File: src/rtl/core/pphmc_pkg.sv
// Shared types and constants of the pool pump and heater mode controller.
// No dependencies.
package pphmc_pkg;

	localparam int TIME_W = 32;
	localparam int TEMP_W = 12;
	localparam int HYST_W = 8;
	localparam int COOL_W = 16;
	localparam int REQ_W  = 3;
	localparam int MODE_W = 2;
	localparam int CFG_IDX_W  = 2;
	localparam int CFG_DATA_W = 16;

	localparam logic [REQ_W-1:0] REQ_TICK     = 3'd0;
	localparam logic [REQ_W-1:0] REQ_SET_OFF  = 3'd1;
	localparam logic [REQ_W-1:0] REQ_SET_FILT = 3'd2;
	localparam logic [REQ_W-1:0] REQ_SET_HEAT = 3'd3;
	localparam logic [REQ_W-1:0] REQ_SET_MAINT = 3'd4;

	localparam logic [MODE_W-1:0] MODE_OFF   = 2'd0;
	localparam logic [MODE_W-1:0] MODE_FILT  = 2'd1;
	localparam logic [MODE_W-1:0] MODE_HEAT  = 2'd2;
	localparam logic [MODE_W-1:0] MODE_MAINT = 2'd3;

	localparam logic [CFG_IDX_W-1:0] CFG_CRIT_TEMP = 2'd0;
	localparam logic [CFG_IDX_W-1:0] CFG_HYST      = 2'd1;
	localparam logic [CFG_IDX_W-1:0] CFG_COOLDOWN  = 2'd2;

	localparam logic signed [TEMP_W-1:0] CRIT_TEMP_RST = 12'sd640;
	localparam logic [HYST_W-1:0]        HYST_RST      = 8'd16;
	localparam logic [COOL_W-1:0]        COOLDOWN_RST  = 16'd300;
	// 35 degrees in 1/16 degree
	localparam logic signed [TEMP_W-1:0] SETPOINT_RST  = 12'sd560;

endpackage

File: src/rtl/core/pool_pump_heater_mode_controller.sv
// Top level of the pool pump and heater mode controller: input stage, mode logic, result register.
// Depends on pphmc_pkg.
//
//  channel | handshake             | payload
//  --------+-----------------------+------------------------------------------------------------
//  in      | in_valid / in_ready   | req_type, now_seconds, water_temperature, target_temperature,
//          |                       | run_seconds
//  out     | out_valid / out_ready | pump_on, heater_on, mode_now, rejected
//  cfg     | cfg_wr_en             | cfg_index, cfg_wdata (write only, no wait)
//
// One transaction per cycle sustained while out_ready is high.
// The input register feeds one pass of compare/subtract logic that updates the mode state and
// loads the result register in the same cycle.
// A stalled result holds the input stage; in_ready follows out_ready combinationally.
// arst_n clears the handshake state, mode state and configuration registers to reset values.
module pool_pump_heater_mode_controller
	import pphmc_pkg::*;
(
	input  logic                         clk,
	input  logic                         arst_n,
	input  logic                         in_valid,
	output logic                         in_ready,
	input  logic [REQ_W-1:0]             req_type,
	input  logic [TIME_W-1:0]            now_seconds,
	input  logic signed [TEMP_W-1:0]     water_temperature,
	input  logic signed [TEMP_W-1:0]     target_temperature,
	input  logic [TIME_W-1:0]            run_seconds,
	output logic                         out_valid,
	input  logic                         out_ready,
	output logic                         pump_on,
	output logic                         heater_on,
	output logic [MODE_W-1:0]            mode_now,
	output logic                         rejected,
	input  logic                         cfg_wr_en,
	input  logic [CFG_IDX_W-1:0]         cfg_index,
	input  logic [CFG_DATA_W-1:0]        cfg_wdata
);

	// configuration
	logic signed [TEMP_W-1:0] crit_temp_q;
	logic [HYST_W-1:0]        hyst_q;
	logic [COOL_W-1:0]        cooldown_q;

	// input stage
	logic                     valid_s1;
	logic [REQ_W-1:0]         req_s1;
	logic [TIME_W-1:0]        now_s1;
	logic signed [TEMP_W-1:0] water_s1;
	logic signed [TEMP_W-1:0] target_s1;
	logic [TIME_W-1:0]        len_s1;

	// mode state
	logic [MODE_W-1:0]        mode_q;
	logic [TIME_W-1:0]        start_q;
	logic [TIME_W-1:0]        run_len_q;
	logic [TIME_W-1:0]        heater_off_q;
	logic signed [TEMP_W-1:0] setpoint_q;
	logic                     pump_q;
	logic                     heater_q;

	// result stage
	logic                     valid_s2;
	logic                     rej_s2;

	// next state
	logic [MODE_W-1:0]        mode_d;
	logic [TIME_W-1:0]        start_d;
	logic [TIME_W-1:0]        run_len_d;
	logic [TIME_W-1:0]        heater_off_d;
	logic signed [TEMP_W-1:0] setpoint_d;
	logic                     pump_d;
	logic                     heater_d;
	logic                     rej_d;

	logic                     advance;
	logic [TIME_W-1:0]        run_elapsed;
	logic [TIME_W-1:0]        cool_elapsed;
	logic                     run_done;
	logic                     cool_done;
	logic signed [TEMP_W:0]   water_hyst;
	logic                     below_sp;
	logic                     below_tg;
	logic                     over_crit;

	assign advance  = valid_s1 && (!valid_s2 || out_ready);
	assign in_ready = !valid_s1 || advance;

	assign run_elapsed  = now_s1 - start_q;
	assign cool_elapsed = now_s1 - heater_off_q;
	assign run_done     = run_elapsed >= run_len_q;
	assign cool_done    = cool_elapsed >= {{(TIME_W-COOL_W){1'b0}}, cooldown_q};
	assign water_hyst   = {water_s1[TEMP_W-1], water_s1} + $signed({1'b0, {(TEMP_W-HYST_W){1'b0}}, hyst_q});
	assign below_sp     = water_hyst < $signed({setpoint_q[TEMP_W-1], setpoint_q});
	assign below_tg     = water_hyst < $signed({target_s1[TEMP_W-1], target_s1});
	assign over_crit    = target_s1 > crit_temp_q;

	always_comb begin
		mode_d       = mode_q;
		start_d      = start_q;
		run_len_d    = run_len_q;
		heater_off_d = heater_off_q;
		setpoint_d   = setpoint_q;
		pump_d       = pump_q;
		heater_d     = heater_q;
		rej_d        = 1'b0;
		case (req_s1)
			REQ_TICK: begin
				case (mode_q)
					MODE_FILT: begin
						if (run_done) begin
							mode_d   = MODE_OFF;
							pump_d   = 1'b0;
							heater_d = 1'b0;
						end
					end
					MODE_HEAT: begin
						if (water_s1 >= setpoint_q) begin
							mode_d    = MODE_FILT;
							start_d   = now_s1;
							run_len_d = {{(TIME_W-COOL_W){1'b0}}, cooldown_q};
							pump_d    = 1'b1;
							heater_d  = 1'b0;
						end
					end
					MODE_MAINT: begin
						if (run_done) begin
							heater_d = 1'b0;
							if (heater_q) begin
								mode_d    = MODE_FILT;
								start_d   = now_s1;
								run_len_d = {{(TIME_W-COOL_W){1'b0}}, cooldown_q};
								pump_d    = 1'b1;
							end else begin
								mode_d = MODE_OFF;
								pump_d = 1'b0;
							end
						end else if (below_sp) begin
							pump_d       = 1'b1;
							heater_d     = 1'b1;
							heater_off_d = '0;
						end else if (water_s1 > setpoint_q && heater_off_q == '0) begin
							// heater just stopped: start timed cool-down
							pump_d       = 1'b1;
							heater_d     = 1'b0;
							heater_off_d = now_s1;
						end else if (heater_off_q != '0 && cool_done) begin
							pump_d       = 1'b0;
							heater_d     = 1'b0;
							heater_off_d = '0;
						end
					end
					default: begin
					end
				endcase
			end
			REQ_SET_OFF: begin
				mode_d   = MODE_OFF;
				pump_d   = 1'b0;
				heater_d = 1'b0;
			end
			REQ_SET_FILT: begin
				mode_d    = MODE_FILT;
				start_d   = now_s1;
				run_len_d = len_s1;
				pump_d    = 1'b1;
				heater_d  = 1'b0;
			end
			REQ_SET_HEAT, REQ_SET_MAINT: begin
				if (over_crit) begin
					rej_d = 1'b1;
				end else begin
					mode_d     = (req_s1 == REQ_SET_MAINT) ? MODE_MAINT : MODE_HEAT;
					start_d    = now_s1;
					setpoint_d = target_s1;
					if (req_s1 == REQ_SET_MAINT) begin
						run_len_d = len_s1;
					end
					if (below_tg) begin
						pump_d   = 1'b1;
						heater_d = 1'b1;
					end
				end
			end
			default: begin
			end
		endcase
	end

	always_ff @(posedge clk or negedge arst_n) begin
		if (!arst_n) begin
			crit_temp_q <= CRIT_TEMP_RST;
			hyst_q      <= HYST_RST;
			cooldown_q  <= COOLDOWN_RST;
		end else if (cfg_wr_en) begin
			case (cfg_index)
				CFG_CRIT_TEMP: crit_temp_q <= $signed(cfg_wdata[TEMP_W-1:0]);
				CFG_HYST:      hyst_q      <= cfg_wdata[HYST_W-1:0];
				CFG_COOLDOWN:  cooldown_q  <= cfg_wdata[COOL_W-1:0];
				default: begin
				end
			endcase
		end
	end

	always_ff @(posedge clk or negedge arst_n) begin
		if (!arst_n) begin
			valid_s1 <= 1'b0;
		end else if (in_ready) begin
			valid_s1 <= in_valid;
		end
	end

	always_ff @(posedge clk) begin
		if (in_valid && in_ready) begin
			req_s1    <= req_type;
			now_s1    <= now_seconds;
			water_s1  <= water_temperature;
			target_s1 <= target_temperature;
			len_s1    <= run_seconds;
		end
	end

	always_ff @(posedge clk or negedge arst_n) begin
		if (!arst_n) begin
			mode_q       <= MODE_OFF;
			start_q      <= '0;
			run_len_q    <= '0;
			heater_off_q <= '0;
			setpoint_q   <= SETPOINT_RST;
			pump_q       <= 1'b0;
			heater_q     <= 1'b0;
		end else if (advance) begin
			mode_q       <= mode_d;
			start_q      <= start_d;
			run_len_q    <= run_len_d;
			heater_off_q <= heater_off_d;
			setpoint_q   <= setpoint_d;
			pump_q       <= pump_d;
			heater_q     <= heater_d;
		end
	end

	always_ff @(posedge clk or negedge arst_n) begin
		if (!arst_n) begin
			valid_s2 <= 1'b0;
		end else if (advance) begin
			valid_s2 <= 1'b1;
		end else if (out_ready) begin
			valid_s2 <= 1'b0;
		end
	end

	always_ff @(posedge clk) begin
		if (advance) begin
			rej_s2 <= rej_d;
		end
	end

	// result fields mirror the mode state, which only moves together with the result register
	assign out_valid = valid_s2;
	assign pump_on   = pump_q;
	assign heater_on = heater_q;
	assign mode_now  = mode_q;
	assign rejected  = rej_s2;

endmodule

File: config.mk
export PLATFORM = sky130hd
export DESIGN_NAME = pool_pump_heater_mode_controller
export DESIGN_NICKNAME = d
export VERILOG_FILES = /design/src/rtl/core/pphmc_pkg.sv /design/src/rtl/core/pool_pump_heater_mode_controller.sv
export SDC_FILE = /design/constraint.sdc
export NUM_CORES = 1
export LEC_CHECK = 0
export ABC_CLOCK_PERIOD_IN_PS = 7300
export BUFFER_PORTS_ARGS = -buffer_cell sky130_fd_sc_hd__buf_4
export CAP_MARGIN = 20
export CORE_MARGIN = 10
export CORE_UTILIZATION = 60
export DETAILED_ROUTE_END_ITERATION = 8
export GPL_TIMING_DRIVEN = 0
export PLACE_DENSITY = 0.8
export SYNTH_ARGS = -nofsm -noshare
export SYNTH_HDL_FRONTEND = slang
export SYNTH_SLANG_ARGS = --single-unit
File: constraint.sdc
create_clock -name clk -period 7.3 [get_ports clk]
set_input_delay 0.73 -clock clk [delete_from_list [all_inputs] [get_ports clk]]
set_output_delay 0.73 -clock clk [all_outputs]
set_load 0.05 [all_outputs]
# --- After elaboration in Yosys (flattened, before gate mapping) ---
# Index checks and enable logic that the tools add are counted.
totals:
  memories: 0
  register_bits: 242
  elab_cells: 122
  ramBits: 0
  out_inout_bits: 7
  in_bits: 114
  latchBits: 0
  romBits: 0
classes:
  shift: 0
  bitwise_logic: 2
  magnitude_cmp: 7
  reduce_logical: 29
  n_addsub: 3
  div: 0
  muxes: 44
  multipliers: 0
  n_eq_ne: 19
ops:
  columns: ["operator", "count"]
  rows:
  - ["two-way mux 32 bit", 12]
  - ["case mux 32 bit (3 select lines)", 2]
  - ["case mux 32 bit (2 select lines)", 2]
  - ["subtractor 32 bit", 2]
  - ["greater-or-equal comparator 32 x 16 -> 1 bit", 1]
  - ["greater-or-equal comparator 32 bit", 1]
  - ["zero test 32 bit", 1]
  - ["nonzero test 32 bit", 1]
  - ["< comparator 13 x 12 -> 1 bit", 2]
  - ["> comparator 12 bit", 2]
  - ["AND reduction 8 bit", 3]
  - ["two-way mux 1 bit", 18]
  - ["AND reduction 7 bit", 2]
  - ["adder 12 x 9 -> 13 bit", 1]
  - ["greater-or-equal comparator 12 bit", 1]
  - ["inequality test 3 bit (second input constant)", 4]
  - ["case mux 1 bit (3 select lines)", 3]
  - ["nonzero test 3 bit", 3]
  - ["two-way mux 2 bit", 4]
  - ["case mux 2 bit (4 select lines)", 1]
  - ["== test 2 bit (second input constant)", 3]
  - ["== test 3 x 2 -> 1 bit (second input constant)", 2]
  - ["inequality test 2 bit (second input constant)", 3]
  - ["inequality test 6 bit (second input constant)", 1]
  - ["19 further kinds", 29]

# --- Depth between registers and ports, before layout ---
# Gate-level depths: netlist of the first run.
depth:
  word_depth: 9
  mapped_depth: 26
  mapped_depth_nobuf: 25

# --- Least setup slack after synthesis of the first run ---
# Ideal clock, no wire load.
synth_path:
  path_kind: "reg2reg"
  from: "register now_s1[1]"
  to: "register heater_off_q[10]"
  setup_time_ns: 0.066
  required_time_ns: 7.234
  arrival_ns: 5.165
  n_path_buf: 1
  stages_incl_launch_ff: 23
  slack_ns: 2.069
  cell_sequence: "edfxtp_1 > ha_1 > nor2b_1 > o31a_1 > o221a_2 > o221ai_1 > a21oi_1 > nand2_1 > o21ai_1 > a211o_1 > and2_1 > a21oi_1 > xnor2_1 > ha_1 > a21o_1 > a21o_1 > a21oi_1 > nand4_1 > o31ai_2 > nand3_4 > nor4_1 > dlygate4sd1_1 > a22o_1"
synth_between:
  elab_chain_len: 5
  elab_cells_between_ends: 8
synth_rtl:
  columns: ["item", "line", "rtl"]
  rows:
  - ["start, declared", "pool_pump_heater_mode_controller.sv:47", "logic [TIME_W-1:0] now_s1;"]
  - ["start signal, assigned", "pool_pump_heater_mode_controller.sv:216", "now_s1 <= now_seconds;"]
  - ["subtractor 32 bit", "pool_pump_heater_mode_controller.sv:89", "assign cool_elapsed = now_s1 - heater_off_q;"]
  - ["greater-or-equal comparator 32 x 16 -> 1 bit", "pool_pump_heater_mode_controller.sv:91", "assign cool_done = cool_elapsed >= {{(TIME_W-COOL_W){1'b0}}, cooldown_q};"]
  - ["logical AND 1 bit", "pool_pump_heater_mode_controller.sv:146", "end else if (heater_off_q != '0 && cool_done) begin"]
  - ["nonzero test 3 bit (no source line)", null, null]
  - ["AND reduction 5 bit (no source line) *", null, null]
  - ["end signal, assigned", "pool_pump_heater_mode_controller.sv:236", "heater_off_q <= heater_off_d;"]
  - ["end, declared", "pool_pump_heater_mode_controller.sv:56", "logic [TIME_W-1:0] heater_off_q;"]
# Every way passes the cells marked *; elsewhere a longest branch is shown, timed or not.
# A chain may end at the register's enable or synchronous reset.

# --- Worst setup path in the final report of the first run ---
layout_path:
  from: "register now_s1[0]"
  to: "register start_q[27]"
layout_between:
  elab_chain_len: 4
layout_rtl:
  columns: ["item", "line", "rtl"]
  rows:
  - ["subtractor 32 bit", "pool_pump_heater_mode_controller.sv:88", "assign run_elapsed = now_s1 - start_q;"]
  - ["greater-or-equal comparator 32 bit", "pool_pump_heater_mode_controller.sv:90", "assign run_done = run_elapsed >= run_len_q;"]
  - ["inequality test 3 bit (no source line)", null, null]
  - ["AND reduction 7 bit (no source line)", null, null]
  - ["end signal, assigned", "pool_pump_heater_mode_controller.sv:234", "start_q <= start_d;"]
  - ["end, declared", "pool_pump_heater_mode_controller.sv:54", "logic [TIME_W-1:0] start_q;"]
# No other way between the ends.

==> summary.log, run 1 <==
[outcome] result of the run complete, no violations
[detailed_routing] Antenna Nets Post-Route 0
[grt] met1 track demand over resource in global routing 0.2849
[detailed_routing] first-pass iteration count of the detailed router 5
[synthesis] most area-consuming cells after synthesis dfrtp_1 24%, edfxtp_1 19%, ha_1 14%
[place] dpl cells 1907
[synthesis] predominant post-synthesis flop cell dfrtp_1
[synthesis] synthesis-stage register bit count 242
[detailed_routing] drt drc 0
[layout] post-route non-filler standard cell count 1955
[synthesis] cell type contributing the most total cell area after synthesis dfrtp_1
[worst_setup_path] Data arrival, critical path 7330 ps
[layout] Post-layout nets 1897
[floorplan] chip width 177.5 µm
[clock_tree] clock tree from TritonCTS built
[sta] Rel. slew slack 0.4239
[worst_setup_path] terminus of the critical flop-to-flop path start_q[27]
[layout] Non-Filler Cell Area, Final 0.01717 mm²
[worst_setup_path] chain of cells forming the critical path inv_1, ha_1, inv_1, fa_1, a21o_1, a21oi_1, nor2_1, a21oi_1, o21ai_1, o2111ai_1, a31oi_1, o21ai_1, o21bai_1, a21oi_1, xnor2_1, ha_1, a21o_1, a21oi_1, nand4_1, o31ai_2, nand3_4, nand3_1, clkbuf_2, mux2_2
[job] reported max-cap violation count 0
[synthesis] share of the yosys chip area belonging to registers 0.4385
[grt] wire length of the first global-routing pass 58720 µm
[worst_setup_path] RR Startpoint now_s1[0]
[synthesis] proportion of synthesized flip-flops having asynchronous set or reset 0.6198
[pwr] switching fraction of total power 0.3607
[grt] initial antenna violation count 0
[clock_tree] CTS root buf clkbuf_16
[place] total half-perimeter wirelength after legalization and detailed placement 27960 µm
[pwr] net switching power figure 1.976 mW
[pwr] leakage component of the power 7.807 nW
[sta] Final Hold Vio Count 0
[worst_hold_path] Hold Path Class in2async
[sta] minimum period implied by the final worst setup slack 6912 ps
[pwr] worst-case vdd ir drop 0.0002118 V
[place] cell area after placement 0.01626 mm²
[sta] maximum clock frequency 144.7 MHz
[sta] transition at the pin with the smallest max-transition slack 861.6 ps
[synthesis] Mapped Cells 1460
[clock_tree] later-pin clock latency in the skew report 540 ps
[floorplan] starting utilization of the core area 0.6104
[worst_setup_path] type of the worst setup path reg2reg
[sta] post-route clock skew 14.66 ps
[grt] all-layer global routing usage 0.2297
[detailed_routing] final routed wire length divided by cell count 18.51 µm
[grt] met3 track utilization from global routing 0.03634
[worst_setup_path] delay of the slowest critical-path stage 640 ps
[worst_setup_path] path depth of the worst reg2reg path 24
[floorplan] number of placed I/O pins 121
[pwr] Reg power frac 0.331
[floorplan] Rows 57
[grt] via count of the first global-routing pass 11780
[clock_tree] clock slew at reported path FFs 60 ps
[synthesis] Cell variety after synth 86
[clock_tree] Num CTS Buffers 26
[clock_tree] number of sinks handled by clock tree synthesis 242
[clock_tree] count of buffers added by post-CTS timing repair for setup 0
[layout] Finished Core Util 0.7039
[sta] Final Setup Violations 0
[synthesis] post-synth net total 1746
[worst_setup_path] type of element capturing the critical path flop
[clock_tree] CTS H-Tree Depth 1
[synthesis] top cell type's share of synthesized area 0.2353
[synthesis] count of flip-flops with a built-in enable after synthesis 92
[worst_setup_path] largest fanout on the critical path 10
[layout] layout overhead on the synthesized area 15.32%
[synthesis] most frequent cell after synthesis inv_1
[clock_tree] number of buffers on the longest clock path 3
[grt] maximum number of pins on one net before global-route repair 78
[sta] unrepaired setup endpoints after global routing false
[sta] final period utilization 0.9468
[worst_setup_path] startpoint type of the worst setup path flop
[synthesis] post-synthesis area per instance 10.20 µm²
[floorplan] y dimension of the die 177.5 µm
[layout] total of fill cells in the finished design 1864
[floorplan] core region area 0.02439 mm²
[worst_setup_path] FF-to-FF setup slack 390 ps
[grt] most crowded layer after global routing met2
[detailed_routing] Via Count 11430
[pwr] P per Cell Area 319.1 mW/mm²
[grt] met2 capacity usage during global routing 0.3928
[sta] Final Max Slew Viols 0
[grt] sum of overflow across all layers after global routing 0
[place] count of buffers inserted at the top-level ports 120
[synthesis] post-synth design cell area 0.01489 mm²
[place] Routability Congestion 0.9303
[worst_setup_path] Top cell by count, worst path a21oi_1
[detailed_routing] final WL 36190 µm
[pwr] portion of total power attributed to the clock network 0.252
[pwr] Int Pwr 3.503 mW
[synthesis] most used standard cells in the synthesized netlist 176 x inv_1, 169 x ha_1, 140 x dfrtp_1, 124 x nand2_1, 99 x a21oi_1
[sta] Total Neg Setup Slack 0 ps
[worst_setup_path] required time worst endpoint 7710 ps
[synthesis] Yosys warnings 0
[layout] antenna cells 0
[worst_setup_path] critical path's slowest cell o31ai_2
[floorplan] Die Area 0.03151 mm²
[detailed_routing] number of DRC markers after the initial detailed-route iteration 802
[layout] share of cells above drive strength 1 0.1692
[pwr] total power draw 5.479 mW
[pwr] part of the total power dissipated in combinational logic 0.417
[detailed_routing] number of vias per cell after detailed routing 5.846
==> layout make-up <==
cell class / instances / area, µm² / share of cell area
Buffer: 35 / 195.2 / 0.01137
Clock inverter: 7 / 85.08 / 0.004956
Clock buffer: 41 / 819.5 / 0.04773
Multi-Input combinational cell: 1005 / 7502 / 0.4370
Timing Repair Buffer: 123 / 964.7 / 0.05619
Tap cell: 324 / 405.4 / 0.02361
Sequential cell: 242 / 6529 / 0.3803
Inverter: 178 / 668.1 / 0.03892
==> how the worst max path moves through the flow <==
stage / startpoint / to / slack [ps] / cells after the start
final: now_s1[0] / start_q[27] / 390 / 24
after global routing: now_s1[0] / start_q[10] / 6 / 24
after detailed placement: now_s1[0] / start_q[23] / 210 / 24
after global placement: now_s1[1] / heater_off_q[12] / 180 / 22
after CTS: now_s1[0] / start_q[27] / 170 / 24
after floorplan: now_s1[1] / heater_off_q[10] / 2070 / 22
==> flip-flops by register name, indices dropped and copies added (netlist names), 2 cells and up <==
name / cells
cooldown_q: 16
crit_temp_q: 12
heater_off_q: 32
hyst_q: 8
len_s1: 32
mode_now: 2
now_s1: 32
req_s1: 3
run_len_q: 32
setpoint_q: 12
start_q: 32
target_s1: 12
water_s1: 12
==> cells in the final DEF (no fill, tap or decap), types with 6 or more instances in the layout <==
master	count
inv_1	176
ha_1	169
dfrtp_1	140
nand2_1	124
buf_4	120
a21oi_1	99
edfxtp_1	92
o21ai_0	74
nor2_1	73
mux2_2	57
a21o_1	44
xnor2_1	40
a22o_1	32
clkbuf_16	28
nand3_1	27
o21ai_1	26
clkbuf_1	25
nand4_1	23
xor2_1	22
nand2b_1	16
o21bai_1	14
nor3_1	14
o21a_1	11
nor2b_1	11
nor4_1	11
dfstp_2	10
o211ai_1	8
clkbuf_8	8
mux2i_1	6
buf_2	6
a211oi_1	6
==> power groups by stage <==
| stage | registers (mW) | logic, mW | clock network, mW |
|---|---|---|---|
| after global routing | 1.84 | 2.58 | 1.46 |
| after global placement | 1.83 | 2.12 | 0 |
| final | 1.81 | 2.29 | 1.38 |
| after detailed placement | 1.84 | 2.24 | 0 |
| after CTS | 1.81 | 2.28 | 1.40 |
| after floorplan | 1.82 | 1.65 | 0 |
==> cell families after synthesis <==
group                    count (synthesis)  share of synthesized area
AO/OA/AOI/OAI                          373                     0.1656
AND/OR/NAND/NOR                        334                     0.1077
buffers and inverters                  213                    0.05774
multiplexers                            64                    0.04790
flip-flops                             242                     0.4385
XOR/XNOR                                62                    0.03647
adder cells (fa/ha/maj)                172                     0.1461
==> worst max-delay path: cells and delay by family (launching register included) <==
kind	cells	cell delay, ps
muxes	1	390
DFF	1	400
and+or+nand+nor	4	1040
xor gates and xnor gates	1	170
buffers and inverters	3	650
AOI/OAI and AO/OA	12	3220
adders and majority gates	3	880
==> timing repair <==
action                                  CTS  global route
hold buffers                              0             0
endpoints found under the hold margin     0             0
gates resized for setup                   0             7
endpoints found under the setup margin    0            28
==> metal layers <==
layer	wire length (µm)	part of all wire
met1	15100	0.42
met3	1892	0.052
met4	1499	0.041
met5	0	0
met2	17700	0.49
==> metrics by stage <==
stage	setup WS, ps	hold slack [ps]
finish	388.5	226.2
global route	5.840	274.4
CTS	174.6	242.0
detailed placement	208.2	457.3
global placement	177.5	453.0
floorplan	2069	434.4
Power figures use the tool's default switching activity.
==> run 2: changes to the inputs <==
--- a/config.mk
+++ b/config.mk
@@ -10,6 +10,7 @@
 export CAP_MARGIN = 20
 export CORE_MARGIN = 10
 export CORE_UTILIZATION = 60
+export CTS_CLUSTER_DIAMETER = 40
 export DETAILED_ROUTE_END_ITERATION = 8
 export GPL_TIMING_DRIVEN = 0
 export PLACE_DENSITY = 0.8
==> constraint.sdc (replaced) <==
create_clock -name clk -period 7.3 [get_ports clk]
set_input_delay 0.365 -clock clk [delete_from_list [all_inputs] [get_ports clk]]
set_output_delay 0.365 -clock clk [all_outputs]
set_load 0.05 [all_outputs]
==> summary.log, run 2 (synthesized netlist as in run 1, its figures left out) <==
[outcome] result of the run complete, no violations
[detailed_routing] Via Count 11530 [+0.90%]
[worst_setup_path] type of the worst setup path reg2reg
[sta] Final Hold Vio Count 0 [unchanged]
[layout] commonest non-fill, non-tap cells in the layout 176 x inv_1, 169 x ha_1, 140 x dfrtp_1, 124 x nand2_1, 120 x buf_4
[detailed_routing] first-pass iteration count of the detailed router 5 [unchanged]
[grt] maximum number of pins on one net before global-route repair 78 [unchanged]
[sta] post-route clock skew 21.81 ps [+7.152 ps]
[layout] share of cells above drive strength 1 0.1789 [+0.009631]
[grt] met3 track utilization from global routing 0.03889 [+0.002550]
[detailed_routing] Antenna Nets Post-Route 0 [unchanged]
[floorplan] y dimension of the die 177.5 µm [unchanged]
[sta] Rel. slew slack 0.4432 [+0.01930]
[clock_tree] clock tree from TritonCTS built
[place] Routability Congestion 0.9303 [unchanged]
[sta] Final Max Slew Viols 0 [unchanged]
[sta] maximum clock frequency 146.0 MHz [+0.93%]
[floorplan] Rows 57 [unchanged]
[layout] area of combinational cells with multiple inputs 0.007507 mm² [about the same]
[floorplan] starting utilization of the core area 0.6104 [unchanged]
[worst_setup_path] largest fanout on the critical path 10 [unchanged]
[grt] sum of overflow across all layers after global routing 0 [unchanged]
[layout] Post-layout nets 1911 [+0.74%]
[sta] unrepaired setup endpoints after global routing false
[clock_tree] number of buffers on the longest clock path 3 [unchanged]
[worst_setup_path] path depth of the worst reg2reg path 25 [+4.2%]
[detailed_routing] number of DRC markers after the initial detailed-route iteration 717 [-11%]
[worst_setup_path] critical path's slowest cell o31ai_2
[detailed_routing] final WL 36630 µm [+1.2%]
[pwr] P per Cell Area 338.4 mW/mm² [+6.0%]
[pwr] leakage component of the power 8.007 nW [+2.6%]
[worst_setup_path] Top cell by count, worst path a21oi_1
[layout] total of fill cells in the finished design 1804 [-3.2%]
[floorplan] chip width 177.5 µm [unchanged]
[clock_tree] CTS root buf clkbuf_16
[floorplan] number of placed I/O pins 121 [unchanged]
[place] cell area after placement 0.01626 mm² [unchanged]
[clock_tree] Num CTS Buffers 39 [+50%]
[place] count of buffers inserted at the top-level ports 120 [unchanged]
[sta] Total Neg Setup Slack 0 ps [unchanged]
[grt] all-layer global routing usage 0.2330 [+0.003311]
[layout] register area 0.006529 mm² [unchanged]
[job] reported max-cap violation count 0 [unchanged]
[worst_setup_path] startpoint type of the worst setup path flop
[sta] final period utilization 0.9380 [-0.008765]
[place] total half-perimeter wirelength after legalization and detailed placement 27960 µm [unchanged]
[grt] met2 capacity usage during global routing 0.4011 [+0.008337]
[clock_tree] number of sinks handled by clock tree synthesis 242 [unchanged]
[place] dpl cells 1907 [unchanged]
[worst_setup_path] stages on the worst setup path 25 [+4.2%]
[pwr] total power draw 5.954 mW [+8.7%]
[clock_tree] count of buffers added by post-CTS timing repair for setup 0 [unchanged]
[worst_setup_path] CP Buf/Inv Count 4 [+1]
[pwr] worst-case vdd ir drop 0.0003021 V [+43%]
[clock_tree] clock slew at reported path FFs 60 ps [about the same]
[detailed_routing] number of vias per cell after detailed routing 5.827 [-0.32%]
[layout] post-route non-filler standard cell count 1979 [+1.2%]
[worst_hold_path] Worst Hold Depth 1
[sta] Final Setup Violations 0 [unchanged]
[grt] most crowded layer after global routing met2
[grt] wire length of the first global-routing pass 59400 µm [+1.2%]
[clock_tree] CTS H-Tree Depth 2 [+1]
[floorplan] Die Area 0.03151 mm² [unchanged]
[worst_setup_path] Data arrival, critical path 7290 ps [-40 ps]
[worst_hold_path] Hold Path Class in2reg
[grt] met1 track demand over resource in global routing 0.2881 [+0.003171]
[grt] via count of the first global-routing pass 11970 [+1.7%]
[detailed_routing] drt drc 0 [unchanged]
[layout] layout overhead on the synthesized area 18.19%
[worst_setup_path] delay of the slowest critical-path stage 650 ps [about the same]
[worst_setup_path] dominant delay contributor by cell family on the critical path compound AO/OA/AOI/OAI gates
[worst_setup_path] required time worst endpoint 7750 ps [+40 ps]
[layout] antenna cells 0 [unchanged]
[grt] initial antenna violation count 1 [+1]
[sta] minimum period implied by the final worst setup slack 6848 ps [-63.98 ps]
[layout] Non-Filler Cell Area, Final 0.01760 mm² [+2.5%]
[detailed_routing] final routed wire length divided by cell count 18.51 µm [about the same]
[worst_setup_path] type of element capturing the critical path flop
[layout] leading cell type in the layout, fill and taps excluded inv_1
[clock_tree] later-pin clock latency in the skew report 510 ps [-30 ps]
[floorplan] core region area 0.02439 mm² [unchanged]
[sta] transition at the pin with the smallest max-transition slack 832.7 ps [-28.86 ps]
-- run 2: cell count changes in the layout (fill, tap and decap cells not counted), sizes merged --
cell	before	now
clkinv	5	11
clkinvlp	0	1
clkbuf	64	73
bufinv	2	3
inv	178	184
dlygate4sd3	0	1
-- run 2: worst paths after layout --
kind | startpoint | end | slack [ps]
setup reg to reg | now_s1[0] | heater_off_q[18] | 450
setup / recovery | now_s1[0] | heater_off_q[18] | 450
min in group asynchronous | arst_n | run_len_q[16] | 460
hold / removal | target_temperature[1] | target_s1[1] | 20
hold reg to reg | setpoint_q[4] | setpoint_q[4] | 460
max in group asynchronous | arst_n | cooldown_q[3] | 5950
-- run 2: repair_timing --
| action | in CTS | in global routing |
|---|---|---|
| setup endpoints to repair | 0 | 18 |
| hold buffers | 1 | 0 |
| endpoints found under the hold margin | 73 | 0 |
| gates resized for setup | 0 | 6 |
-- run 2: final cells by class --
cell class | instances | area share
plain buffers | 35 | 0.01102
clock buffers | 50 | 0.06258
clock inverters | 21 | 0.01230
inverters | 178 | 0.03797
multi-input cells | 1005 | 0.4267
flip-flops and latches | 242 | 0.3710
well taps | 324 | 0.02304
repair buffers | 124 | 0.05539
-- run 2: routing by layer --
layer	wire [µm]	up-vias	part of all wire
met5	0	-	0
met4	1260	0	0.034
met3	1837	79	0.050
met2	18180	307	0.50
met1	15360	5598	0.42
li1	-	5547	-
-- run 2: through the flow --
step	worst slack, ps	utilization	hold slack, ps
6_report	452.5	0.7214	23.24
5_1_grt	74.38	0.7214	12.84
4_1_cts	141.2	0.7211	10.90
3_5_place_dp	208.2	0.6667	447.4
3_3_place_gp	177.5	0.6639	453.0
2_1_floorplan	2069	-	69.41
-- run 2: where the power goes --
group | internal [mW] | switching (mW)
sequential | 1.67 | 0.148
clock | 1.18 | 0.662
combinational | 0.999 | 1.29
